==> src/rtl/weighted_centroid_q16_top_assert.svh <==
// Assertion macros shared by the weighted centroid RTL.
// Included by modules that check their own logic; no other dependencies.
`ifndef WEIGHTED_CENTROID_Q16_TOP_ASSERT_SVH
`define WEIGHTED_CENTROID_Q16_TOP_ASSERT_SVH

// ante implies cons in the same cycle
`define WCQ_ASSERT_IMPLY(label, clk, rstn, ante, cons) \
    label: assert property (@(posedge clk) disable iff (!rstn) (ante) |-> (cons)) \
        else $error("wcq assertion failed");

// ante implies cons in the next cycle
`define WCQ_ASSERT_NEXT(label, clk, rstn, ante, cons) \
    label: assert property (@(posedge clk) disable iff (!rstn) (ante) |=> (cons)) \
        else $error("wcq assertion failed");

// expr never true
`define WCQ_ASSERT_NEVER(label, clk, rstn, expr) \
    label: assert property (@(posedge clk) disable iff (!rstn) !(expr)) \
        else $error("wcq assertion failed");

`endif

==> src/rtl/wcq_pkg.sv <==
// Shared constants, types and helpers for the weighted centroid block.
// No dependencies; imported by every module of the block.
package wcq_pkg;

    localparam int MAX_WIDTH  = 256;
    localparam int MAX_HEIGHT = 256;
    localparam int Q_SHIFT    = 16;

    localparam int PIX_W  = 16;
    localparam int SIZE_W = 9;
    localparam int WSUM_W = 32;
    localparam int MOM_W  = 40;
    localparam int CXY_W  = 24;

    localparam int COL_W = (MAX_WIDTH > 1) ? $clog2(MAX_WIDTH) : 1;
    localparam int ROW_W = (MAX_HEIGHT > 1) ? $clog2(MAX_HEIGHT) : 1;

    localparam int DIVD_W    = MOM_W + Q_SHIFT;
    localparam int DIV_CNT_W = $clog2(DIVD_W);

    localparam int FIFO_DEPTH = 2;
    localparam int FIFO_PTR_W = $clog2(FIFO_DEPTH);
    localparam int FIFO_CNT_W = $clog2(FIFO_DEPTH + 1);

    localparam int APB_ADDR_W = 3;
    localparam int APB_DATA_W = 32;
    localparam int OUT_DATA_W = CXY_W + CXY_W + WSUM_W;

    localparam logic [SIZE_W-1:0] WIDTH_RESET  = SIZE_W'(72);
    localparam logic [SIZE_W-1:0] HEIGHT_RESET = SIZE_W'(40);

    typedef enum logic {
        REG_FRAME_WIDTH  = 1'b0,
        REG_FRAME_HEIGHT = 1'b1
    } reg_idx_t;

    typedef struct packed {
        logic [COL_W-1:0] last_col;
        logic [ROW_W-1:0] last_row;
    } frame_cfg_t;

    typedef struct packed {
        logic [WSUM_W-1:0] weight;
        logic [MOM_W-1:0]  mom_x;
        logic [MOM_W-1:0]  mom_y;
    } job_t;

    typedef struct packed {
        logic full;
        logic empty;
    } fifo_stat_t;

    // size register to last index: zero counts as one, saturates at limit
    function automatic int last_index(input logic [SIZE_W-1:0] size, input int limit);
        int v;
        v = int'(size);
        if (v == 0) begin
            return 0;
        end
        if (v > limit) begin
            return limit - 1;
        end
        return v - 1;
    endfunction

endpackage

==> src/rtl/wcq_front.sv <==
// Front end: raster counters and per-frame weight and moment accumulators.
// Depends on wcq_pkg; pushes one job per frame into wcq_fifo.
module wcq_front import wcq_pkg::*; (
    input  logic              aclk,
    input  logic              aresetn,
    input  logic              s_tvalid,
    output logic              s_tready,
    input  logic [PIX_W-1:0]  s_tdata,   // [15:0] pixel_value
    input  frame_cfg_t        cfg,
    input  fifo_stat_t        q_stat,
    output logic              push,
    output job_t              push_job
);

    logic [COL_W-1:0]       col_reg;
    logic [ROW_W-1:0]       row_reg;
    logic [WSUM_W-1:0]      wsum_reg;
    logic [MOM_W-1:0]       momx_reg;
    logic [MOM_W-1:0]       momy_reg;

    logic                   row_end;
    logic                   frame_end;
    logic                   accept;
    logic [PIX_W+COL_W-1:0] prod_x;
    logic [PIX_W+ROW_W-1:0] prod_y;
    logic [WSUM_W-1:0]      wsum_next;
    logic [MOM_W-1:0]       momx_next;
    logic [MOM_W-1:0]       momy_next;

    // a counter past a shrunken size also ends its row or frame
    assign row_end   = (col_reg >= cfg.last_col);
    assign frame_end = row_end && (row_reg >= cfg.last_row);

    // only the last pixel of a frame needs room in the queue
    assign s_tready = !(frame_end && q_stat.full);
    assign accept   = s_tvalid && s_tready;

    assign prod_x    = (PIX_W+COL_W)'(s_tdata) * (PIX_W+COL_W)'(col_reg);
    assign prod_y    = (PIX_W+ROW_W)'(s_tdata) * (PIX_W+ROW_W)'(row_reg);
    assign wsum_next = wsum_reg + WSUM_W'(s_tdata);
    assign momx_next = momx_reg + MOM_W'(prod_x);
    assign momy_next = momy_reg + MOM_W'(prod_y);

    assign push            = accept && frame_end;
    assign push_job.weight = wsum_next;
    assign push_job.mom_x  = momx_next;
    assign push_job.mom_y  = momy_next;

    always_ff @(posedge aclk) begin
        if (!aresetn) begin
            col_reg  <= '0;
            row_reg  <= '0;
            wsum_reg <= '0;
            momx_reg <= '0;
            momy_reg <= '0;
        end else if (accept) begin
            if (frame_end) begin
                col_reg  <= '0;
                row_reg  <= '0;
                wsum_reg <= '0;
                momx_reg <= '0;
                momy_reg <= '0;
            end else begin
                wsum_reg <= wsum_next;
                momx_reg <= momx_next;
                momy_reg <= momy_next;
                if (row_end) begin
                    col_reg <= '0;
                    row_reg <= row_reg + ROW_W'(1);
                end else begin
                    col_reg <= col_reg + COL_W'(1);
                end
            end
        end
    end

endmodule

==> src/rtl/wcq_fifo.sv <==
// Short job queue between the accumulating front end and the divider.
// Depends on wcq_pkg and the assertion macro header.
`include "weighted_centroid_q16_top_assert.svh"

module wcq_fifo import wcq_pkg::*; (
    input  logic       aclk,
    input  logic       aresetn,
    input  logic       push,
    input  job_t       push_job,
    input  logic       pop,
    output job_t       pop_job,
    output fifo_stat_t stat
);

    job_t                  mem_reg [FIFO_DEPTH];
    logic [FIFO_PTR_W-1:0] wr_ptr_reg;
    logic [FIFO_PTR_W-1:0] rd_ptr_reg;
    logic [FIFO_CNT_W-1:0] cnt_reg;
    logic                  do_push;
    logic                  do_pop;

    assign stat.full  = (cnt_reg == FIFO_CNT_W'(FIFO_DEPTH));
    assign stat.empty = (cnt_reg == '0);
    assign do_push    = push && !stat.full;
    assign do_pop     = pop && !stat.empty;
    assign pop_job    = mem_reg[rd_ptr_reg];

    always_ff @(posedge aclk) begin
        if (do_push) begin
            mem_reg[wr_ptr_reg] <= push_job;
        end
    end

    always_ff @(posedge aclk) begin
        if (!aresetn) begin
            wr_ptr_reg <= '0;
            rd_ptr_reg <= '0;
            cnt_reg    <= '0;
        end else begin
            if (do_push) begin
                wr_ptr_reg <= (wr_ptr_reg == FIFO_PTR_W'(FIFO_DEPTH - 1)) ?
                              '0 : wr_ptr_reg + FIFO_PTR_W'(1);
            end
            if (do_pop) begin
                rd_ptr_reg <= (rd_ptr_reg == FIFO_PTR_W'(FIFO_DEPTH - 1)) ?
                              '0 : rd_ptr_reg + FIFO_PTR_W'(1);
            end
            case ({do_push, do_pop})
                2'b10:   cnt_reg <= cnt_reg + FIFO_CNT_W'(1);
                2'b01:   cnt_reg <= cnt_reg - FIFO_CNT_W'(1);
                default: cnt_reg <= cnt_reg;
            endcase
        end
    end

    `WCQ_ASSERT_NEVER(a_no_push_when_full, aclk, aresetn, push && stat.full)
    `WCQ_ASSERT_NEVER(a_cnt_in_range, aclk, aresetn, cnt_reg > FIFO_CNT_W'(FIFO_DEPTH))

endmodule

==> src/rtl/wcq_back.sv <==
// Back end: bit-serial restoring divider for both Q16 means and the
// result register. Depends on wcq_pkg and the assertion macro header.
`include "weighted_centroid_q16_top_assert.svh"

module wcq_back import wcq_pkg::*; (
    input  logic                  aclk,
    input  logic                  aresetn,
    input  job_t                  pop_job,
    input  fifo_stat_t            q_stat,
    output logic                  pop,
    output logic                  m_tvalid,
    input  logic                  m_tready,
    output logic [OUT_DATA_W-1:0] m_tdata,  // [23:0] centroid_x, [47:24] centroid_y,
                                            // [79:48] total_weight
    output logic                  m_tuser   // [0] found
);

    typedef enum logic [1:0] {
        ST_IDLE,
        ST_DIV_X,
        ST_DIV_Y,
        ST_HOLD
    } state_t;

    state_t                 state_reg;
    logic [DIV_CNT_W-1:0]   cnt_reg;
    logic [WSUM_W:0]        rem_reg;
    logic [DIVD_W-1:0]      quo_reg;
    logic [WSUM_W-1:0]      div_reg;
    logic [MOM_W-1:0]       momy_reg;
    logic [CXY_W-1:0]       qx_reg;
    logic [CXY_W-1:0]       qy_reg;
    logic                   found_reg;

    logic                   m_valid_reg;
    logic [CXY_W-1:0]       ox_reg;
    logic [CXY_W-1:0]       oy_reg;
    logic [WSUM_W-1:0]      ow_reg;
    logic                   of_reg;

    logic [WSUM_W:0]        trial;
    logic                   ge;
    logic [WSUM_W:0]        rem_step;
    logic [DIVD_W-1:0]      quo_step;
    logic                   out_free;

    // one quotient bit per cycle; remainder stays below the divisor
    assign trial    = {rem_reg[WSUM_W-1:0], quo_reg[DIVD_W-1]};
    assign ge       = (trial >= {1'b0, div_reg});
    assign rem_step = ge ? (trial - {1'b0, div_reg}) : trial;
    assign quo_step = {quo_reg[DIVD_W-2:0], ge};

    assign out_free = !m_valid_reg || m_tready;
    assign pop      = (state_reg == ST_IDLE) && !q_stat.empty;

    assign m_tvalid = m_valid_reg;
    assign m_tdata  = {ow_reg, oy_reg, ox_reg};
    assign m_tuser  = of_reg;

    always_ff @(posedge aclk) begin
        if (!aresetn) begin
            state_reg   <= ST_IDLE;
            m_valid_reg <= 1'b0;
        end else begin
            if (m_valid_reg && m_tready && !((state_reg == ST_HOLD) && out_free)) begin
                m_valid_reg <= 1'b0;
            end
            case (state_reg)
                ST_IDLE: begin
                    if (!q_stat.empty) begin
                        div_reg  <= pop_job.weight;
                        momy_reg <= pop_job.mom_y;
                        rem_reg  <= '0;
                        quo_reg  <= {pop_job.mom_x, {Q_SHIFT{1'b0}}};
                        cnt_reg  <= DIV_CNT_W'(DIVD_W - 1);
                        if (pop_job.weight == '0) begin
                            qx_reg    <= '0;
                            qy_reg    <= '0;
                            found_reg <= 1'b0;
                            state_reg <= ST_HOLD;
                        end else begin
                            found_reg <= 1'b1;
                            state_reg <= ST_DIV_X;
                        end
                    end
                end
                ST_DIV_X: begin
                    if (cnt_reg == '0) begin
                        qx_reg    <= quo_step[CXY_W-1:0];
                        rem_reg   <= '0;
                        quo_reg   <= {momy_reg, {Q_SHIFT{1'b0}}};
                        cnt_reg   <= DIV_CNT_W'(DIVD_W - 1);
                        state_reg <= ST_DIV_Y;
                    end else begin
                        rem_reg <= rem_step;
                        quo_reg <= quo_step;
                        cnt_reg <= cnt_reg - DIV_CNT_W'(1);
                    end
                end
                ST_DIV_Y: begin
                    rem_reg <= rem_step;
                    quo_reg <= quo_step;
                    cnt_reg <= cnt_reg - DIV_CNT_W'(1);
                    if (cnt_reg == '0) begin
                        qy_reg    <= quo_step[CXY_W-1:0];
                        state_reg <= ST_HOLD;
                    end
                end
                ST_HOLD: begin
                    if (out_free) begin
                        ox_reg      <= qx_reg;
                        oy_reg      <= qy_reg;
                        ow_reg      <= div_reg;
                        of_reg      <= found_reg;
                        m_valid_reg <= 1'b1;
                        state_reg   <= ST_IDLE;
                    end
                end
                default: begin
                    state_reg <= ST_IDLE;
                end
            endcase
        end
    end

    `WCQ_ASSERT_IMPLY(a_div_nonzero, aclk, aresetn,
        (state_reg == ST_DIV_X) || (state_reg == ST_DIV_Y), div_reg != '0)
    `WCQ_ASSERT_IMPLY(a_empty_frame_zero, aclk, aresetn,
        m_valid_reg && !of_reg, (ox_reg == '0) && (oy_reg == '0) && (ow_reg == '0))
    `WCQ_ASSERT_NEXT(a_hold_loads_output, aclk, aresetn,
        (state_reg == ST_HOLD) && out_free, m_valid_reg && (state_reg == ST_IDLE))

endmodule

==> src/rtl/weighted_centroid_q16_top.sv <==
// Intensity-weighted centroid, top level: frame size registers on an APB port,
// front accumulator, job queue and serial divider. Depends on wcq_pkg and all wcq_* modules.
//
// Pixels stream in raster order at one per cycle while s_tready is high; the
// frame size comes from frame_width (0x0) and frame_height (0x4). After the last
// pixel of each frame the block returns one result: the weighted mean column and
// row in unsigned Q16, the total weight, and found in m_tuser (clear, with zero
// data, for an all-zero frame). For each result the back end loads the job, runs
// its one-bit-per-cycle divider for each coordinate in turn and then loads the
// output register; an all-zero frame skips the divider. A two-entry queue holds
// finished frame sums, so division overlaps the next frame; s_tready drops only
// on a frame's last pixel while that queue is full, which happens when frames are
// shorter than the divide time or the result side stalls.
module weighted_centroid_q16_top import wcq_pkg::*; (
    input  logic                  aclk,
    input  logic                  aresetn,
    input  logic                  s_tvalid,
    output logic                  s_tready,
    input  logic [PIX_W-1:0]      s_tdata,   // [15:0] pixel_value
    output logic                  m_tvalid,
    input  logic                  m_tready,
    output logic [OUT_DATA_W-1:0] m_tdata,   // [23:0] centroid_x, [47:24] centroid_y,
                                             // [79:48] total_weight
    output logic                  m_tuser,   // [0] found
    input  logic                  psel,
    input  logic                  penable,
    input  logic                  pwrite,
    input  logic [APB_ADDR_W-1:0] paddr,
    input  logic [APB_DATA_W-1:0] pwdata,
    output logic [APB_DATA_W-1:0] prdata,
    output logic                  pready
);

    logic [SIZE_W-1:0] width_reg;
    logic [SIZE_W-1:0] height_reg;
    reg_idx_t          reg_idx;
    frame_cfg_t        cfg;
    fifo_stat_t        q_stat;
    logic              push;
    logic              pop;
    job_t              push_job;
    job_t              pop_job;

    assign pready  = 1'b1;
    assign reg_idx = reg_idx_t'(paddr[2]);

    always_ff @(posedge aclk) begin
        if (!aresetn) begin
            width_reg  <= WIDTH_RESET;
            height_reg <= HEIGHT_RESET;
        end else if (psel && penable && pwrite && pready) begin
            case (reg_idx)
                REG_FRAME_WIDTH:  width_reg  <= pwdata[SIZE_W-1:0];
                REG_FRAME_HEIGHT: height_reg <= pwdata[SIZE_W-1:0];
                default: ;
            endcase
        end
    end

    always_comb begin
        case (reg_idx)
            REG_FRAME_WIDTH:  prdata = APB_DATA_W'(width_reg);
            REG_FRAME_HEIGHT: prdata = APB_DATA_W'(height_reg);
            default:          prdata = '0;
        endcase
    end

    assign cfg.last_col = COL_W'(last_index(width_reg, MAX_WIDTH));
    assign cfg.last_row = ROW_W'(last_index(height_reg, MAX_HEIGHT));

    wcq_front u_front (
        .aclk     (aclk),
        .aresetn  (aresetn),
        .s_tvalid (s_tvalid),
        .s_tready (s_tready),
        .s_tdata  (s_tdata),
        .cfg      (cfg),
        .q_stat   (q_stat),
        .push     (push),
        .push_job (push_job)
    );

    wcq_fifo u_fifo (
        .aclk     (aclk),
        .aresetn  (aresetn),
        .push     (push),
        .push_job (push_job),
        .pop      (pop),
        .pop_job  (pop_job),
        .stat     (q_stat)
    );

    wcq_back u_back (
        .aclk     (aclk),
        .aresetn  (aresetn),
        .pop_job  (pop_job),
        .q_stat   (q_stat),
        .pop      (pop),
        .m_tvalid (m_tvalid),
        .m_tready (m_tready),
        .m_tdata  (m_tdata),
        .m_tuser  (m_tuser)
    );

endmodule

==> config.mk <==
export PLATFORM = sky130hd
export DESIGN_NAME = weighted_centroid_q16_top
export DESIGN_NICKNAME = d
export VERILOG_FILES = /design/src/rtl/wcq_pkg.sv /design/src/rtl/wcq_front.sv /design/src/rtl/wcq_fifo.sv /design/src/rtl/wcq_back.sv /design/src/rtl/weighted_centroid_q16_top.sv
export VERILOG_INCLUDE_DIRS = /design/src /design/src/rtl
export SDC_FILE = /design/constraint.sdc
export NUM_CORES = 2
export LEC_CHECK = 0
export ABC_CLOCK_PERIOD_IN_PS = 17300
export BUFFER_PORTS_ARGS = -buffer_cell sky130_fd_sc_hd__clkbuf_2
export CORE_MARGIN = 10
export CORE_UTILIZATION = 45
export DETAILED_ROUTE_END_ITERATION = 10
export SLEW_MARGIN = 10
export SYNTH_ARGS = -nofsm -noshare
export SYNTH_HDL_FRONTEND = slang
export SYNTH_SLANG_ARGS = --single-unit
==> constraint.sdc <==
create_clock -name aclk -period 17.3 [get_ports aclk]
set_input_delay 0.865 -clock aclk [delete_from_list [all_inputs] [get_ports aclk]]
set_output_delay 0.865 -clock aclk [all_outputs]
set_load 0.03 [all_outputs]
==> flow_summary_export.csv <==
group,metric,value,unit
sta,skew,0.0274,ns
power_and_ir_drop,pwr_density_cell,92.2,nW/µm²
worst_setup_path,r2r_slack,11.05,ns
logic_synthesis,syn_area,38700,µm²
detailed_routing,routed_wl,87700,µm
clock_tree,post_cts_buffers,0,
logic_synthesis,synth_top_cell_area_share,40.3,%
worst_setup_path,worst_path_most_repeated_cell,"nand2_1",
worst_setup_path,r2r_start,"width_reg[0]",
finish,fin_nets,3928,
floorplanning,die_h,313,µm
sta,hold_slack,0.415,ns
logic_synthesis,synth_area_leaders,"edfxtp_1 40%, fa_1 11%, dfxtp_1 8.0%",
global_routing,grt_overflow,0,
finish,seq_area,18700,µm²
worst_setup_path,max_stage_delay,0.80,ns
detailed_routing,route.detailed.drc,0,
clock_tree,clkSlewWorstSetupHoldPaths,0.06,ns
logic_synthesis,synthCells,3418,
logic_synthesis,yosysTopAreaCell,"edfxtp_1",
finish,syn2layout_area_growth,10.8,%
placed_design,port_buffers,124,
floorplanning,initial_core_util,45.4,%
run,cap_violations,0,
run_status,outcome,"completed",
placed_design,dp.cells,4551,
sta,finalSetupViolCount,0,
floorplanning,core-area,85300,µm²
global_routing,grt_pass1_wl,141000,µm
clock_tree,ctsHoldBuffers,0,
detailed_routing,dr.first_iter.drc_count,1840,
clock_tree,clock_latency,0.62,ns
floorplanning,num_rows,107,
sta,fmax,160,MHz
clock_tree,cts_sinks,674,
finish,mostFrequentLayoutCells,"520 x edfxtp_1, 374 x inv_1, 261 x nand2_1",
placed_design,place_congestion,0.853,
clock_tree,htreeDepth,3,
sta,worst_pin_slew,1.13,ns
global_routing,grt_max_degree,74,
worst_setup_path,r2r_end,"u_fifo.mem_reg[1][27]",
worst_setup_path,critical_path_class,"reg2reg",
finish,fill_cells,7636,
logic_synthesis,ys_seq_area_share,48.3,%
detailed_routing,vias,24798,
clock_tree,cts.path.max_buffers,3,
power_and_ir_drop,p_leak,0.0180,µW
worst_setup_path,path_max_fanout,63,
finish,layout_commonest_cell,"edfxtp_1",
worst_setup_path,worstSetupEndpointType,"flip-flop",
hold_path,hold_end,"u_back.oy_reg[21]",
floorplanning,fp.dieW,313,µm
sta,slew_violations,0,
placed_design,dp_hpwl,60500,µm
hold_path,holdPathStages,0,
clock_tree,cts_tree,"yes",
worst_setup_path,crit_family,"simple AND/OR/NAND/NOR gates",
logic_synthesis,ys_async_sr_fraction,0,%
sta,rsz0062_at_grt,"no",
finish,multi_input_area,18000,µm²
hold_path,min_from,"u_back.qy_reg[21]",
logic_synthesis,synth-warning-count,0,
sta,timing.setup.tns,0,ns
logic_synthesis,syn_area_per_cell,11.3,µm²
clock_tree,postCtsResizedCells,0,
sta,min_period_over_period,36.1,%
detailed_routing,first_pass_iters,5,
worst_setup_path,crit_chain,"inv_1 -> ha_1 -> nand2_1 -> or3_1 -> nor3_1 -> nand2_1 -> nand2_1 -> o21ai_0 -> ha_1 -> nand2b_1 -> a21o_1 -> a21oi_1 -> o21ai_0 -> a221oi_2 -> nor2_1 -> nand3_1 -> nor2_4 -> buf_4 -> buf_4",
global_routing,grt_antenna_before_repair,4,
finish,n_antenna_cell,0,
worst_setup_path,crit_arrival,6.47,ns
logic_synthesis,synth_top_flop_cell,"edfxtp_1",
sta,fin_crit,6.25,ns
power_and_ir_drop,ir_worst_vdd,0.0000761,V
detailed_routing,wl_per_cell,18.7,µm
worst_setup_path,crit_buf_inv,3,
sta,max_slew_margin,24.4,%
finish,layout-drive-gt1-share,11.0,%
worst_setup_path,startpoint_type,"flip-flop",
logic_synthesis,yosys_register_bits,674,
logic_synthesis,synth_edf_count,520,
global_routing,grt_use_total,17.8,%
sta,hold_viol_final,0,
worst_setup_path,r2r_cells,19,
detailed_routing,vias_per_cell,5.29,
logic_synthesis,ys_types,85,
floorplanning,io_pins,174,
finish,fin_cells,4689,
clock_tree,clock-root-buffer,"clkbuf_16",
clock_tree,cts_buffers,75,
floorplanning,die_area,98200,µm²
detailed_routing,drtAntennaViolNets,0,
worst_setup_path,crit_slowest_cell,"buf_4",
finish,largest_reg_flops,224,
global_routing,grt_pass1_vias,24937,
worst_setup_path,required,17.52,ns
hold_path,hp-class,"reg2reg",
==> layout make-up <==
type                       count  share of cell area (%)
tap                         1144                    3.33
multi-input combinational   2206                    41.9
clock inverter                44                    1.17
timing repair buffer         152                    1.93
inverter                     375                    3.28
sequential                   674                    43.6
clock buffer                  94                    4.87
==> where the power goes <==
part | switching (µW) | internal, µW | total, µW
logic | 321 | 150 | 471
registers | 24.3 | 1830 | 1850
clock network | 657 | 983 | 1640
==> metal layers <==
| layer | part of all wire [%] | up-vias | GRT usage [%] |
|---|---|---|---|
| li1 | - | 11916 | - |
| met3 | 4.5 | 99 | 2.58 |
| met5 | 0 | - | 0 |
| met2 | 46 | 473 | 28.2 |
| met4 | 1.5 | 0 | 3.62 |
| met1 | 48 | 12310 | 25.7 |
==> cells in the mapped netlist, types with 51 or more instances <==
master      n
and2_1    242
nand2_1   261
inv_1     375
ha_1      172
mux2_2     79
xnor2_1    89
o21ai_0    94
a21oi_1   133
nor2_1    226
clkbuf_1  134
mux2i_1    63
nand3_1    51
edfxtp_1  520
fa_1      214
xor2_1     59
dfxtp_1   154
==> metrics by stage <==
stage	instance area, µm²	power (µW)	utilization (%)	worst slack [ns]
after CTS	42900	4010	50.4	10.92
after global placement	40300	2350	47.3	10.64
after detailed placement	40300	2360	47.3	10.64
after global routing	42900	4130	50.4	10.37
after floorplan	38800	2220	-	8.93
final	42900	3960	50.4	11.05
==> how the worst max path moves through the flow <==
stage,start,endpoint,slack (ns),cells past startpoint
2_1_floorplan,width_reg[0],u_fifo.mem_reg[0][0],8.93,18
3_3_place_gp,s_tdata[1],u_fifo.mem_reg[0][79],10.64,20
3_5_place_dp,s_tdata[3],u_fifo.mem_reg[0][79],10.64,18
4_1_cts,width_reg[0],u_fifo.mem_reg[1][26],10.92,19
5_1_grt,width_reg[0],u_fifo.mem_reg[1][27],10.37,19
6_report,width_reg[0],u_fifo.mem_reg[1][27],11.05,19
==> cell families after synthesis <==
kind of cell | Yosys count | share of synthesized area (%)
AND/OR/NAND/NOR | 938 | 11.9
multiplexers | 142 | 3.92
buffers and inverters | 560 | 5.81
other | 2 | 0.0194
flip-flops | 674 | 48.3
adder cells (fa/ha/maj) | 387 | 16.6
XOR/XNOR | 148 | 3.35
AO/OA/AOI/OAI | 567 | 10.1
No activity file was read; power rests on OpenSTA's default activity.
